$ cat src/rtl/u8dw_pkg.sv
// u8dw_pkg: shared types, constants and the column width table of the
// utf8 display width block; no dependencies
package u8dw_pkg;

    localparam int SUM_BITS = 16;
    localparam int CP_BITS  = 21;
    localparam int COL_BITS = 2;
    localparam int CNT_BITS = 3;

    localparam logic [CP_BITS-1:0] REPLACEMENT = 21'h00FFFD;
    localparam logic [COL_BITS-1:0] REPL_COLS = 2'd1;

    localparam int NZERO = 6;
    localparam int NWIDE = 10;

    localparam logic [CP_BITS-1:0] ZERO_LO [NZERO] = '{
        21'h0300, 21'h1AB0, 21'h200B, 21'h20D0, 21'hFE00, 21'hFE20
    };
    localparam logic [CP_BITS-1:0] ZERO_HI [NZERO] = '{
        21'h036F, 21'h1AFF, 21'h200D, 21'h20FF, 21'hFE0F, 21'hFE2F
    };
    localparam logic [CP_BITS-1:0] WIDE_LO [NWIDE] = '{
        21'h1100, 21'h2E80, 21'hAC00, 21'hF900, 21'hFE30,
        21'hFF00, 21'hFFE0, 21'h1F300, 21'h1F900, 21'h20000
    };
    localparam logic [CP_BITS-1:0] WIDE_HI [NWIDE] = '{
        21'h115F, 21'hA4CF, 21'hD7A3, 21'hFAFF, 21'hFE6F,
        21'hFF60, 21'hFFE6, 21'h1F64F, 21'h1F9FF, 21'h3FFFD
    };

    // one decoded byte worth of results: count-1 replacement characters
    // followed by the final code point
    typedef struct packed {
        logic [CNT_BITS-1:0] count;
        logic [CP_BITS-1:0]  last_cp;
        logic [COL_BITS-1:0] last_cols;
        logic                last_text;
    } job_t;

    function automatic logic [COL_BITS-1:0] column_count(input logic [CP_BITS-1:0] cp);
        logic zero;
        logic wide;
        zero = (cp < 21'h20) || (cp >= 21'h7F && cp < 21'hA0);
        wide = 1'b0;
        for (int k = 0; k < NZERO; k++) begin
            if (cp >= ZERO_LO[k] && cp <= ZERO_HI[k]) begin
                zero = 1'b1;
            end
        end
        for (int k = 0; k < NWIDE; k++) begin
            if (cp >= WIDE_LO[k] && cp <= WIDE_HI[k]) begin
                wide = 1'b1;
            end
        end
        if (zero) begin
            return 2'd0;
        end else if (wide) begin
            return 2'd2;
        end
        return 2'd1;
    endfunction

endpackage

$ cat src/rtl/u8dw_decode.sv
// u8dw_decode: utf8 sequence decoder with the pending job register
// depends on u8dw_pkg
module u8dw_decode
    import u8dw_pkg::*;
(
    input  logic       aclk,
    input  logic       aresetn,
    input  logic       s_tvalid,
    output logic       s_tready,
    input  logic [7:0] s_tdata,
    input  logic       s_tlast,
    output logic       job_valid,
    output job_t       job,
    input  logic       job_take
);

    logic [CP_BITS-1:0]  pp_reg, pp_next;
    logic [1:0]          need_reg, need_next;
    logic [1:0]          taken_reg, taken_next;
    logic                job_valid_reg, job_valid_next;
    job_t                job_reg, job_next;

    logic                accept;
    logic                pending;
    logic                is_cont;
    logic [CNT_BITS-1:0] flush_cnt;
    logic [CNT_BITS-1:0] cnt;
    logic [CP_BITS-1:0]  tail_cp;
    logic [CP_BITS-1:0]  cont_pp;
    logic [7:0]          b;

    assign b        = s_tdata;
    assign s_tready = !job_valid_reg || job_take;
    assign accept   = s_tvalid && s_tready;
    assign pending  = (need_reg != 2'd0);
    assign is_cont  = (b[7:6] == 2'b10);
    assign cont_pp  = {pp_reg[CP_BITS-7:0], b[5:0]};
    assign flush_cnt = (pending && !is_cont) ? ({1'b0, taken_reg} + 3'd1) : 3'd0;

    always_comb begin
        cnt        = 3'd0;
        tail_cp    = REPLACEMENT;
        pp_next    = pp_reg;
        need_next  = need_reg;
        taken_next = taken_reg;
        if (pending && is_cont) begin
            pp_next    = cont_pp;
            need_next  = need_reg - 2'd1;
            taken_next = taken_reg + 2'd1;
            if (need_reg == 2'd1) begin
                cnt        = 3'd1;
                tail_cp    = cont_pp;
                pp_next    = '0;
                taken_next = 2'd0;
            end else if (s_tlast) begin
                // lead plus every continuation taken so far
                cnt = {1'b0, taken_reg} + 3'd2;
            end
        end else begin
            pp_next    = '0;
            need_next  = 2'd0;
            taken_next = 2'd0;
            priority if (b[7] == 1'b0) begin
                cnt     = flush_cnt + 3'd1;
                tail_cp = {13'd0, b};
            end else if (b[7:5] == 3'b110) begin
                pp_next   = {16'd0, b[4:0]};
                need_next = 2'd1;
                cnt       = s_tlast ? flush_cnt + 3'd1 : flush_cnt;
            end else if (b[7:4] == 4'b1110) begin
                pp_next   = {17'd0, b[3:0]};
                need_next = 2'd2;
                cnt       = s_tlast ? flush_cnt + 3'd1 : flush_cnt;
            end else if (b[7:3] == 5'b11110) begin
                pp_next   = {18'd0, b[2:0]};
                need_next = 2'd3;
                cnt       = s_tlast ? flush_cnt + 3'd1 : flush_cnt;
            end else begin
                cnt = flush_cnt + 3'd1;
            end
        end
        if (s_tlast) begin
            pp_next    = '0;
            need_next  = 2'd0;
            taken_next = 2'd0;
        end
    end

    always_comb begin
        job_next       = job_reg;
        job_valid_next = job_valid_reg;
        if (job_take) begin
            job_valid_next = 1'b0;
        end
        if (accept && cnt != 3'd0) begin
            job_valid_next    = 1'b1;
            job_next.count     = cnt;
            job_next.last_cp   = tail_cp;
            job_next.last_cols = column_count(tail_cp);
            job_next.last_text = s_tlast;
        end
    end

    always_ff @(posedge aclk) begin
        if (!aresetn) begin
            pp_reg        <= '0;
            need_reg      <= 2'd0;
            taken_reg     <= 2'd0;
            job_valid_reg <= 1'b0;
        end else begin
            if (accept) begin
                pp_reg    <= pp_next;
                need_reg  <= need_next;
                taken_reg <= taken_next;
            end
            job_valid_reg <= job_valid_next;
        end
        job_reg <= job_next;
    end

    assign job_valid = job_valid_reg;
    assign job       = job_reg;

    a_job_nonempty: assert property (@(posedge aclk) disable iff (!aresetn)
        job_valid_reg |-> (job_reg.count != 3'd0 && job_reg.count <= 3'd4))
        else $error("queued job with bad result count");

    a_last_clears: assert property (@(posedge aclk) disable iff (!aresetn)
        (accept && s_tlast) |=> (need_reg == 2'd0 && taken_reg == 2'd0))
        else $error("decoder state left pending after final byte");

    a_last_has_result: assert property (@(posedge aclk) disable iff (!aresetn)
        (accept && s_tlast) |=> (job_valid_reg && job_reg.last_text))
        else $error("final byte produced no results");

endmodule

$ cat src/rtl/u8dw_emit.sv
// u8dw_emit: steps through the results of one job, keeps the running
// column total and holds the result register; depends on u8dw_pkg
module u8dw_emit
    import u8dw_pkg::*;
(
    input  logic                aclk,
    input  logic                aresetn,
    input  logic                job_valid,
    input  job_t                job,
    output logic                job_take,
    output logic                m_tvalid,
    input  logic                m_tready,
    output logic [CP_BITS-1:0]  out_cp,
    output logic [COL_BITS-1:0] out_cols,
    output logic [SUM_BITS-1:0] out_total,
    output logic                out_run_end,
    output logic                out_text_done
);

    localparam logic [SUM_BITS:0] SUM_CAP = {1'b0, {SUM_BITS{1'b1}}};

    logic [1:0]          idx_reg, idx_next;
    logic [SUM_BITS-1:0] sum_reg, sum_next;
    logic                m_tvalid_reg, m_tvalid_next;
    logic [CP_BITS-1:0]  cp_reg;
    logic [COL_BITS-1:0] cols_reg;
    logic [SUM_BITS-1:0] total_reg;
    logic                run_end_reg;
    logic                text_done_reg;

    logic                out_free;
    logic                emit_fire;
    logic                is_final;
    logic [CP_BITS-1:0]  cur_cp;
    logic [COL_BITS-1:0] cur_cols;
    logic [SUM_BITS:0]   sum_wide;
    logic [SUM_BITS-1:0] sum_sat;

    assign out_free  = !m_tvalid_reg || m_tready;
    assign emit_fire = job_valid && out_free;
    assign is_final  = ({1'b0, idx_reg} == job.count - 3'd1);
    assign cur_cp    = is_final ? job.last_cp : REPLACEMENT;
    assign cur_cols  = is_final ? job.last_cols : REPL_COLS;
    assign sum_wide  = {1'b0, sum_reg} + {{(SUM_BITS-1){1'b0}}, cur_cols};
    assign sum_sat   = (sum_wide > SUM_CAP) ? SUM_CAP[SUM_BITS-1:0]
                                            : sum_wide[SUM_BITS-1:0];
    assign job_take  = emit_fire && is_final;

    always_comb begin
        idx_next      = idx_reg;
        sum_next      = sum_reg;
        m_tvalid_next = m_tvalid_reg && !m_tready;
        if (emit_fire) begin
            m_tvalid_next = 1'b1;
            idx_next      = is_final ? 2'd0 : idx_reg + 2'd1;
            sum_next      = (is_final && job.last_text) ? '0 : sum_sat;
        end
    end

    always_ff @(posedge aclk) begin
        if (!aresetn) begin
            idx_reg      <= 2'd0;
            sum_reg      <= '0;
            m_tvalid_reg <= 1'b0;
        end else begin
            idx_reg      <= idx_next;
            sum_reg      <= sum_next;
            m_tvalid_reg <= m_tvalid_next;
        end
        if (emit_fire) begin
            cp_reg        <= cur_cp;
            cols_reg      <= cur_cols;
            total_reg     <= sum_sat;
            run_end_reg   <= is_final;
            text_done_reg <= is_final && job.last_text;
        end
    end

    assign m_tvalid      = m_tvalid_reg;
    assign out_cp        = cp_reg;
    assign out_cols      = cols_reg;
    assign out_total     = total_reg;
    assign out_run_end   = run_end_reg;
    assign out_text_done = text_done_reg;

    a_idx_in_job: assert property (@(posedge aclk) disable iff (!aresetn)
        job_valid |-> ({1'b0, idx_reg} < job.count))
        else $error("result index beyond job count");

    a_sum_cleared: assert property (@(posedge aclk) disable iff (!aresetn)
        (emit_fire && is_final && job.last_text) |=> (sum_reg == '0))
        else $error("running total not cleared after string end");

    a_done_implies_end: assert property (@(posedge aclk) disable iff (!aresetn)
        (m_tvalid_reg && text_done_reg) |-> run_end_reg)
        else $error("string end flagged on a result that is not a byte's last");

endmodule

$ cat src/rtl/utf8_display_width_top.sv
// utf8_display_width_top: top level of the utf8 display width block
// depends on u8dw_pkg, u8dw_decode and u8dw_emit
//
// Takes a string one byte per request (s_tlast on the final byte) and gives
// one result request per decoded code point: the code point (U+FFFD for
// malformed input), its terminal column count and the saturating running
// width of the string. A byte is taken every cycle while each byte causes at
// most one result and the receiver keeps up; a byte that causes more (up to
// four, on broken sequences) holds the result side, since the emitter puts
// out one result per cycle while the receiver is ready, and the input stalls
// while that job drains. Lead and mid-sequence bytes cause no result unless
// they break a sequence or end the string, and wait on a draining job.
// Results go via the job and result registers. The running total
// returns to zero after the last result of a string, which carries m_tlast.
module utf8_display_width_top
    import u8dw_pkg::*;
(
    input  logic        aclk,
    input  logic        aresetn,
    input  logic        s_tvalid,
    output logic        s_tready,
    input  logic [7:0]  s_tdata,   // [7:0] text_byte
    input  logic        s_tlast,   // end_of_text
    output logic        m_tvalid,
    input  logic        m_tready,
    output logic [39:0] m_tdata,   // [20:0] code_point, [22:21] columns,
                                   // [38:23] total_columns, [39] zero
    output logic        m_tuser,   // run_end
    output logic        m_tlast    // text_done
);

    localparam int FIELD_BITS = CP_BITS + COL_BITS + SUM_BITS;
    localparam int PAD_BITS   = 40 - FIELD_BITS;

    // job handed from the decoder to the emitter
    logic                job_valid;
    job_t                job;
    logic                job_take;

    logic [CP_BITS-1:0]  out_cp;
    logic [COL_BITS-1:0] out_cols;
    logic [SUM_BITS-1:0] out_total;

    // byte decoding; next byte is taken as the emitter finishes this job
    u8dw_decode u_decode (
        .aclk      (aclk),
        .aresetn   (aresetn),
        .s_tvalid  (s_tvalid),
        .s_tready  (s_tready),
        .s_tdata   (s_tdata),
        .s_tlast   (s_tlast),
        .job_valid (job_valid),
        .job       (job),
        .job_take  (job_take)
    );

    // one result per cycle while the receiver is ready, into the result register; running total here
    u8dw_emit u_emit (
        .aclk          (aclk),
        .aresetn       (aresetn),
        .job_valid     (job_valid),
        .job           (job),
        .job_take      (job_take),
        .m_tvalid      (m_tvalid),
        .m_tready      (m_tready),
        .out_cp        (out_cp),
        .out_cols      (out_cols),
        .out_total     (out_total),
        .out_run_end   (m_tuser),
        .out_text_done (m_tlast)
    );

    // pack fields from the lowest bit up, zero fill to whole bytes
    assign m_tdata = {{PAD_BITS{1'b0}}, out_total, out_cols, out_cp};

endmodule

$ cat config.mk
export PLATFORM = sky130hd
export DESIGN_NAME = utf8_display_width_top
export DESIGN_NICKNAME = d
export VERILOG_FILES = /design/src/rtl/u8dw_pkg.sv /design/src/rtl/u8dw_decode.sv /design/src/rtl/u8dw_emit.sv /design/src/rtl/utf8_display_width_top.sv
export SDC_FILE = /design/constraint.sdc
export NUM_CORES = 1
export LEC_CHECK = 0
export BUFFER_PORTS_ARGS = -buffer_cell sky130_fd_sc_hd__buf_2
export CAP_MARGIN = 20
export CORE_MARGIN = 2
export CORE_UTILIZATION = 35
export CTS_CLUSTER_DIAMETER = 40
export CTS_CLUSTER_SIZE = 25
export DETAILED_ROUTE_END_ITERATION = 7
export MAX_ROUTING_LAYER = met4
export PLACE_DENSITY = 0.64
export SETUP_SLACK_MARGIN = 0.15
export SLEW_MARGIN = 15
export SYNTH_ARGS = -nofsm -noshare
export SYNTH_HDL_FRONTEND = slang
export SYNTH_SLANG_ARGS = --single-unit
$ cat constraint.sdc
create_clock -name aclk -period 12.55 [get_ports aclk]
set_clock_uncertainty 0.15 [all_clocks]
set_input_delay 2.51 -clock aclk [delete_from_list [all_inputs] [get_ports aclk]]
set_output_delay 2.51 -clock aclk [all_outputs]
set_load 0.005 [all_outputs]
* Yosys cells after proc, flatten, opt, wreduce, memory -nomap -nowiden *
Index checks and enable logic that the tools add are counted.

word-level totals
  flip-flop bits (word level) = 107
  word-level logic and storage cells = 162

operators by class
  bitwise operators = 1
  order comparisons = 36
  equality and inequality tests = 6
  reduce and logical (&&, ||, !) cells = 36
  mux-type cells = 58
  add/sub/neg operators = 8

operator list
  operator                                                                            count
  21-bit by 16-bit <= comparator with 1-bit output (second input constant)            8
  21-bit by 16-bit >= comparator with 1-bit output (second input constant)            7
  15-bit 2-to-1 mux                                                                   5
  21-bit by 14-bit >= comparator with 1-bit output (second input constant)            3
  16-bit 2-to-1 mux                                                                   3
  21-bit by 13-bit >= comparator with 1-bit output (second input constant)            2
  21-bit by 17-bit >= comparator with 1-bit output (second input constant)            2
  21-bit by 13-bit <= comparator with 1-bit output (second input constant)            2
  21-bit by 14-bit <= comparator with 1-bit output (second input constant)            2
  21-bit by 17-bit <= comparator with 1-bit output (second input constant)            2
  21-bit 2-to-1 mux                                                                   2
  3-bit 2-to-1 mux                                                                    10
  1-bit logical AND                                                                   25
  1-bit 2-to-1 mux                                                                    25
  2-bit 2-to-1 mux                                                                    12
  21-bit by 10-bit >= comparator with 1-bit output (second input constant)            1
  21-bit by 18-bit >= comparator with 1-bit output (second input constant)            1
  21-bit by 7-bit >= comparator with 1-bit output (second input constant)             1
  21-bit by 10-bit <= comparator with 1-bit output (second input constant)            1
  21-bit by 18-bit <= comparator with 1-bit output (second input constant)            1
  21-bit by 6-bit < comparator with 1-bit output (second input constant)              1
  21-bit by 8-bit < comparator with 1-bit output (second input constant)              1
  16-bit by 2-bit adder with 17-bit output                                            1
  17-bit by 16-bit greater-than comparator with 1-bit output (second input constant)  1
  other kinds (19)                                                                    26

* Depth between registers and ports, before layout *
Gate-level depths: netlist of the first run.

  word-level depth = 21
  gate-level depth with buffers = 18

* By module *
Synthesis of the first run repeated with hierarchy kept, for this count alone.

second synthesis, totals
  cells, all modules = 641
  area, all modules = 6199.7 sq um

modules (own cells, without submodules)
  module                  seq. area each (sq um)  times used  area an instance (sq um)  cells each
  u8dw_decode             1211.2                  1           3395.8                    404
  u8dw_emit               1611.5                  1           2792.7                    235
  utf8_display_width_top  0.0                     1           11.3                      2

* Worst setup path after synthesis of the first run *
No wires, ideal clock.

  path type = input-to-output
  start = input m_tready
  end = output s_tready
  path slack = 6041 ps
  arrival = 3849 ps
  stages on the path = 4
  cell sequence = nand2b_1 > nand2_1 > inv_1 > a21o_1

between the ends
  longest elaborated chain between the ends = 4

ends and longest elaborated chain
  element               RTL line                      RTL
  start: declaration    utf8_display_width_top.sv:25  input logic m_tready,
  1-bit logical OR      u8dw_emit.sv:39               assign out_free = !m_tvalid_reg || m_tready;
  1-bit logical AND     u8dw_emit.sv:40               assign emit_fire = job_valid && out_free;
  net u_emit.emit_fire  u8dw_emit.sv:32               logic emit_fire;
  1-bit logical AND     u8dw_emit.sv:47               assign job_take = emit_fire && is_final;
  1-bit logical OR      u8dw_decode.sv:33             assign s_tready = !job_valid_reg || job_take;
  end: declaration      utf8_display_width_top.sv:21  output logic s_tready,

The timed path passes the listed nets, and every way through them passes these cells.

* Worst setup path in the final report of the first run *
Same ends and word-level chain as after synthesis.

==> results.md, run 1 <==
- Worst-path clk slew: 70 ps
- WL per Instance: 17.6 µm
- Setup TNS: 0 ps
- # Post-CTS Setup Buffers: 0
- # fillers: 1689
- Max reg flops: 27
- Maxcap violations: 0
- Via count: 5121
- Unique cell type count in the Yosys netlist: 77
- Area after DPL: 0.00645 mm²
- Post-CTS Resized: 0
- Remaining antenna violation count: 0
- CTS Root Cell: clkbuf_16
- First-pass GRT wire length: 25.0 mm
- DRT iter0 DRCs: 598
- Antenna cells: 0
- Max-slew violations: 0
- GPL Wtd Cong: 1.00
- Post-route DRC: 0
- P&R area growth vs syn: 11.2%
- Final min period: 6570 ps
- Critical path data required time: 9890 ps
- Number of global-route vias before repair: 4701
- Clock sinks: 107
- Final setup vio count: 0
- Achievable Freq: 152 MHz
- EDFF count, synth: 68
- Clk Latency, worst-skew pair: 360 ps
- Slack of the critical path: 5980 ps
- Max-slew headroom: 30.6%
- Die Ht: 136 µm
- 1st-pass router iterations: 6
- Leakage: 2.30 nW
- Final Cell Area: 0.00677 mm²
- Crit-path max FO: 24
- Post-Synth XOR/XNOR Area: 1.58%
- Synth async-reset ratio: 0%
- Post-Place Worst Slack: 5960 ps
- Worst ir drop on vdd: 0.0000602 V
- Clock tree buffer depth: 2
- Largest family of logic cells by synthesized area: simple AND/OR/NAND/NOR gates
- Drt total wl: 15.7 mm
- CTS tree: yes
- Slew @ Worst Pin: 1030 ps
- RSZ-0062 raised after global routing: no
- Adder-cell share of the synthesized area: 1.77%
- Routed vias/inst: 5.75
- Die W: 136 µm
- Mapped Area: 0.00608 mm²
- Flop-to-flop setup slack: 8590 ps
- H-tree level count: 3
- PortBufs: 55
- Synth Area in Simple Gates: 27.0%
- Syn Inst Count: 641
- Mux contribution to synthesized area: 1.21%
- Largest net degree at the start of global routing: 45
- Synth warn: 0
- Synth Net Count: 662
- WS Path Type: in2out
- Avg Cell Area, Syn: 9.49 µm²
- Final hold violations: 0
- Hpwl dp: 10.6 mm
- CP endpoint kind: output pin
- Rows: 48
- Number of hold buffers added after cts: 0
- Critical Path Start Type: primary input
- Num CTS Buffers: 9
- Layout net count: 681
- Core area: 0.0171 mm²
- Grt total ovfl: 0
- Share of layout cells above drive strength 1: 15.8%
- Register area share after synthesis: 46.4%
- Fin crit share: 52.4%
- Total global-route track usage: 17.7%
- HP Class: reg2reg
- Prevailing post-synth register cell: edfxtp_1
- CP arrival: 3910 ps
- I/O pin count: 57
- Pwr dens: 112 mW/mm²
- #FFs+latches synth: 107
- Status: finished, final reports clean
- Starting Density: 35.5%
- Compound-Gate Fraction of Synth Area: 16.6%
- Initial antenna violation count: 0
- Die ar.: 0.0185 mm²
## cell usage after synthesis (12+ instances only)
library cell / number / area share, %
edfxtp_1: 68 / 34
nand2_1: 49 / 3.0
clkbuf_1: 40 / 2.5
dfxtp_1: 39 / 13
nor2b_1: 36 / 3.7
nor2_1: 34 / 2.1
a21oi_1: 32 / 2.6
nand2b_1: 29 / 3.0
a22oi_1: 25 / 3.1
nand3_1: 22 / 1.8
nor3_1: 19 / 1.6
and2_1: 18 / 1.9
inv_1: 18 / 1.1
o21ai_0: 18 / 1.5
nand4_1: 15 / 1.5
nor4_1: 12 / 1.2
## metal layers
| layer | global-route usage [%] | wire (µm) | share of wire [%] | up-vias |
|---|---|---|---|---|
| li1 | - | - | - | 2415 |
| met1 | 25.2 | 7170 | 46 | 2382 |
| met2 | 24.8 | 6780 | 43 | 286 |
| met3 | 3.39 | 1340 | 8.6 | 38 |
| met4 | 6.89 | 375 | 2.4 | 0 |
| met5 | - | 0 | 0 | - |
## worst paths after layout
kind / from / endpoint / cells after the start
setup / recovery: m_tready / s_tready / 6
hold / removal: u_decode.job_valid$_SDFFE_PN0P_ / u_emit.m_tvalid$_SDFF_PN0_ / 2
setup reg to reg: u_decode.need_reg[0]$_SDFFE_PN0P_ / u_decode.job[2]$_SDFFCE_PP0P_ / 9
hold reg to reg: u_decode.job_valid$_SDFFE_PN0P_ / u_emit.m_tvalid$_SDFF_PN0_ / 2
## cell usage in the layout (no fill, tap or decap), types with 6 or more instances in the layout
cell type	instances
a22oi_1	25
edfxtp_1	68
dfxtp_1	39
nor4_1	12
inv_1	17
and4_1	6
or4_1	7
nand2b_1	29
nand2_1	49
a21oi_1	32
a31oi_1	8
ha_1	7
nor2b_1	36
nand3_1	22
o211ai_1	8
o21ai_0	18
buf_4	7
nor2_1	34
buf_2	55
nand4_1	15
clkbuf_16	9
xnor2_1	7
and3_1	6
nor3_1	18
and2_1	18
## stage by stage
step	std cells	hold slack, ps	total power, mW	util (%)
floorplan	641	307	0.461	-
global placement	873	329	0.488	37.7
detailed placement	873	335	0.489	37.7
CTS	889	352	0.762	39.4
global route	890	368	0.789	39.5
finish	890	345	0.755	39.5
## critical path: stages
cell and delay [ps]:
buf_2 90, nand2b_1 130, nand2_1 610, clkinv_1 210
a21o_1 230, buf_2 130
## final cells by class
| cell class | count | area (µm²) | share of cell area [%] |
|---|---|---|---|
| Sequential cell | 107 | 2820 | 41.7 |
| Timing Repair Buffer | 63 | 355 | 5.25 |
| Tap cell | 225 | 282 | 4.16 |
| Clock buffer | 10 | 229 | 3.38 |
| Inverter | 20 | 75.1 | 1.11 |
| Multi-Input combinational cell | 459 | 2940 | 43.5 |
| Clock inverter | 6 | 61.3 | 0.906 |
## report_power, final
group	internal [mW]	switching, mW
combinational	0.0281	0.0538
clock	0.139	0.134
sequential	0.395	0.00506
total	0.563	0.192
## cell families after synthesis
| family | Yosys count |
|---|---|
| buffers and inverters | 75 |
| adders and majority gates | 8 |
| xor gates and xnor gates | 11 |
| other | 1 |
| AOI/OAI and AO/OA | 146 |
| DFF | 107 |
| and+or+nand+nor | 286 |
| muxes | 7 |
Note: power is estimated with default switching activity, not from simulation.
==> run 2, diff against run 1 <==
--- a/config.mk
+++ b/config.mk
@@ -5,6 +5,7 @@
 export SDC_FILE = /design/constraint.sdc
 export NUM_CORES = 1
 export LEC_CHECK = 0
+export ABC_AREA = 1
 export BUFFER_PORTS_ARGS = -buffer_cell sky130_fd_sc_hd__buf_2
 export CAP_MARGIN = 20
 export CORE_MARGIN = 2
@@ -13,7 +14,7 @@
 export CTS_CLUSTER_SIZE = 25
 export DETAILED_ROUTE_END_ITERATION = 7
 export MAX_ROUTING_LAYER = met4
-export PLACE_DENSITY = 0.64
+export PLACE_DENSITY = 0.66
 export SETUP_SLACK_MARGIN = 0.15
 export SLEW_MARGIN = 15
 export SYNTH_ARGS = -nofsm -noshare
==> constraint.sdc (replaced) <==
create_clock -name aclk -period 5.6 [get_ports aclk]
set_clock_uncertainty 0.15 [all_clocks]
set_input_delay 1.12 -clock aclk [delete_from_list [all_inputs] [get_ports aclk]]
set_output_delay 1.12 -clock aclk [all_outputs]
set_load 0.005 [all_outputs]
==> run 2 against run 1 <==
  * Clock power rose by 130%
  * Wire length rose by 2.9%
  * Core utilization rose by 0.45 points
  * First-iteration DRC count rose by 6.0%
  * Global-route usage rose by 0.62 points
  * Power rose by 130%
  * Worst setup slack got worse by 4500 ps
  * Synthesized cell count rose by 24%
  * Final area rose by 1.5%
  * Sequential power rose by 130%
  * Sequential share of layout area fell by 0.62 points
  * Critical endpoint is now u_emit.out_total[14]$_DFFE_PP_
==> results.md, run 2 <==
- Synth Net Count: 813 (was 662)
- WS Path Type: reg2reg (was in2out)
- #FFs+latches synth: 107 (unchanged)
- Max-slew violations: 0 (unchanged)
- Worst-path clk slew: 80 ps (was 70 ps)
- DRT iter0 DRCs: 634 (was 598)
- Tot Pwr: 1.76 mW (was 0.755 mW)
- Clock sinks: 107 (unchanged)
- Commonest cells after routing, fill and taps aside: nand2_1, nor2_1, inv_1, edfxtp_1 (was edfxtp_1, buf_2, nand2_1, dfxtp_1, nor2b_1)
- Gate power share: 13.3% (was 10.9%)
- Yosys top cell area share: 33.5% (was 33.6%)
- Post-synth top cells: nand2_1, nor2_1, inv_1, edfxtp_1, nand3_1 (was edfxtp_1, nand2_1, clkbuf_1, dfxtp_1, nor2b_1)
- CTS tree: yes (unchanged)
- Hpwl dp: 12.2 mm (was 10.6 mm)
- Final Cell Area: 0.00687 mm² (was 0.00677 mm²)
- WL per Instance: 15.0 µm (was 17.6 µm)
- Post-route DRC: 0 (unchanged)
- Int Pwr: 1.29 mW (was 0.563 mW)
- P&R area growth vs syn: 12.7% (was 11.2%)
- Worst r2r path cells: 17 (was 9)
- Max-slew headroom: 35.1% (was 30.6%)
- HP Class: reg2reg (unchanged)
- Status: finished, final reports clean (unchanged)
- Final setup vio count: 0 (unchanged)
- Remaining antenna violation count: 0 (unchanged)
- PortBufs: 55 (unchanged)
- Rows: 48 (unchanged)
- Clk Latency, worst-skew pair: 350 ps (was 360 ps)
- Sw Pwr: 0.465 mW (was 0.192 mW)
- Flop-to-flop setup slack: 1470 ps (was 8590 ps)
- Crit-path max FO: 24 (unchanged)
- RSZ-0062 raised after global routing: no (unchanged)
- Setup TNS: 0 ps (unchanged)
- CP startpoint: u_decode.job[24]$_DFFE_PP_ (was m_tready)
- Most common cell after layout, fill and taps aside: nand2_1 (was edfxtp_1)
- Die Ht: 136 µm (about the same)
- Area contributors post-synth: edfxtp_1, nand2_1, dfxtp_1 (was edfxtp_1, dfxtp_1, nor2b_1)
- Synth async-reset ratio: 0% (unchanged)
- Leakage: 2.78 nW (was 2.30 nW)
- Number of hold buffers added after cts: 0 (unchanged)
- Switching Fraction: 26.4% (was 25.5%)
- Core area: 0.0172 mm² (was 0.0171 mm²)
- Die ar.: 0.0185 mm² (about the same)
- Post-CTS Resized: 0 (unchanged)
- RR Startpoint: u_decode.job[24]$_DFFE_PP_ (was u_decode.need_reg[0]$_SDFFE_PN0P_)
- H-tree level count: 3 (unchanged)
- 1st-pass router iterations: 6 (unchanged)
- Synth warn: 0 (unchanged)
- Area after DPL: 0.00655 mm² (was 0.00645 mm²)
- Maxcap violations: 0 (unchanged)
- Achievable Freq: 242 MHz
- Number of global-route vias before repair: 4945 (was 4701)
- Layout net count: 863 (was 681)
- Util after Layout: 40.0% (was 39.5%)
- Critical Path Start Type: flop (was primary input)
- I/O pin count: 57 (unchanged)
- First-pass GRT wire length: 25.5 mm (was 25.0 mm)
- CP endpoint kind: flop (was output pin)
- Clock tree buffer depth: 2 (unchanged)
- Routed vias/inst: 5.06 (was 5.75)
- CP arrival: 4030 ps (was 3910 ps)
- Drt total wl: 16.1 mm (was 15.7 mm)
- Register area share after synthesis: 46.3% (was 46.4%)
- R2r endpoint: u_emit.out_total[14]$_DFFE_PP_ (was u_decode.job[2]$_SDFFCE_PP0P_)
- Slew @ Worst Pin: 972 ps (was 1030 ps)
- Die W: 136 µm (about the same)
- Initial antenna violation count: 0 (unchanged)
- Syn Inst Count: 792 (was 641)
- Worst ir drop on vdd: 0.000167 V (was 0.0000602 V)
- Critical path data required time: 5490 ps (was 9890 ps)
- Unique cell type count in the Yosys netlist: 48 (was 77)
- CTS Root Cell: clkbuf_16 (unchanged)
- Synth area leader: edfxtp_1 (unchanged)
- # fillers: 1820 (was 1689)
- Max reg flops: 27 (unchanged)
- Largest net degree at the start of global routing: 45 (unchanged)
- Prevailing post-synth register cell: edfxtp_1 (unchanged)
- Num CTS Buffers: 9 (unchanged)
- GPL Wtd Cong: 1.05 (was 1.00)
- # Post-CTS Setup Buffers: 0 (unchanged)
- Antenna cells: 0 (unchanged)
- Mapped Area: 0.00610 mm² (was 0.00608 mm²)
- EDFF count, synth: 68 (unchanged)
- WHS Path Cells: 2 (unchanged)
- Clk pwr share: 35.2% (was 36.1%)
- Final min period: 4130 ps
- Share of layout cells above drive strength 1: 15.4% (was 15.8%)
- Sequential power share: 51.5% (was 53.0%)
- Crit path capture: u_emit.out_total[14]$_DFFE_PP_ (was s_tready)
- Via count: 5424 (was 5121)
- Pwr dens: 256 mW/mm² (was 112 mW/mm²)
- Starting Density: 35.5% (about the same)
- Avg Cell Area, Syn: 7.70 µm² (was 9.49 µm²)
- Grt total ovfl: 0 (unchanged)
- Total global-route track usage: 18.3% (was 17.7%)
- Final hold violations: 0 (unchanged)
- Top-count cell post-synth: nand2_1 (was edfxtp_1)
- Fin crit share: 73.8%
==> run 2: layer usage <==
metal	routed length, µm	track usage [%]
met2	6940	26.5
met1	7310	25.2
met3	1340	3.65
met4	529	7.47
met5	0	-
==> run 2: power by group through the flow <==
stage / Combinational (mW) / Sequential, mW / Clock [mW]
CTS: 0.231 / 0.908 / 0.636
detailed placement: 0.230 / 0.925 / 0
global route: 0.261 / 0.911 / 0.671
floorplan: 0.150 / 0.926 / 0
global placement: 0.230 / 0.924 / 0
finish: 0.234 / 0.907 / 0.619
==> run 2: metrics by stage <==
stage               cells  setup WS (ps)  hold slack (ps)
CTS                  1070           1380              322
detailed placement   1055           1310              311
global route         1071            956              343
finish               1071           1470              314
global placement     1055           1410              311
floorplan             792           1490              293
==> run 2: logic make-up (layout without fill, tap and decap cells) <==
family                   count (synthesis)  after routing  share of synthesized area [%]
AO/OA/AOI/OAI                           87             87                           8.23
XOR/XNOR                                15             15                           2.16
adder cells (fa/ha/maj)                  8              8                           1.77
buffers and inverters                  119            173                           8.25
flip-flops                             107            107                           46.3
other                                    1              1                         0.0615
AND/OR/NAND/NOR                        455            455                           33.2
==> run 2: worst min path at each step <==
stage / to / from / slack (ps)
after floorplan: u_emit.m_tvalid$_SDFF_PN0_ / u_decode.job_valid$_SDFFE_PN0P_ / 290
after global placement: u_decode.need_reg[1]$_SDFFE_PN0P_ / u_decode.need_reg[1]$_SDFFE_PN0P_ / 310
after detailed placement: u_decode.need_reg[1]$_SDFFE_PN0P_ / u_decode.need_reg[1]$_SDFFE_PN0P_ / 310
after CTS: u_decode.need_reg[1]$_SDFFE_PN0P_ / u_decode.need_reg[1]$_SDFFE_PN0P_ / 320
after global routing: u_decode.pp_reg[10]$_SDFFE_PN0P_ / u_decode.pp_reg[10]$_SDFFE_PN0P_ / 340
final: u_decode.pp_reg[10]$_SDFFE_PN0P_ / u_decode.pp_reg[4]$_SDFFE_PN0P_ / 310
==> run 2: area by class of cell <==
class,count,area [µm²],share of cell area (%)
Multi-Input combinational cell,566,2770,40.3
Clock inverter,5,42.5,0.619
Sequential cell,107,2820,41.1
Clock buffer,10,250,3.64
Inverter,98,368,5.36
Timing Repair Buffer,60,333,4.85
Tap cell,225,282,4.10
==> run 2: worst max-delay path, cell delays in order (launching register included) <==
cell and delay (ps):
edfxtp_1 400, inv_1 80, ha_1 230, xor2_1 130, nand3_1 480, or2_2 500
ha_1 220, fa_1 410, nand3_1 150, nor3_2 70, nand4_1 90, nor2_1 50
inv_1 80, nor2_1 60, inv_1 60, nor2_1 50, nand2_1 330, o21ai_0 270
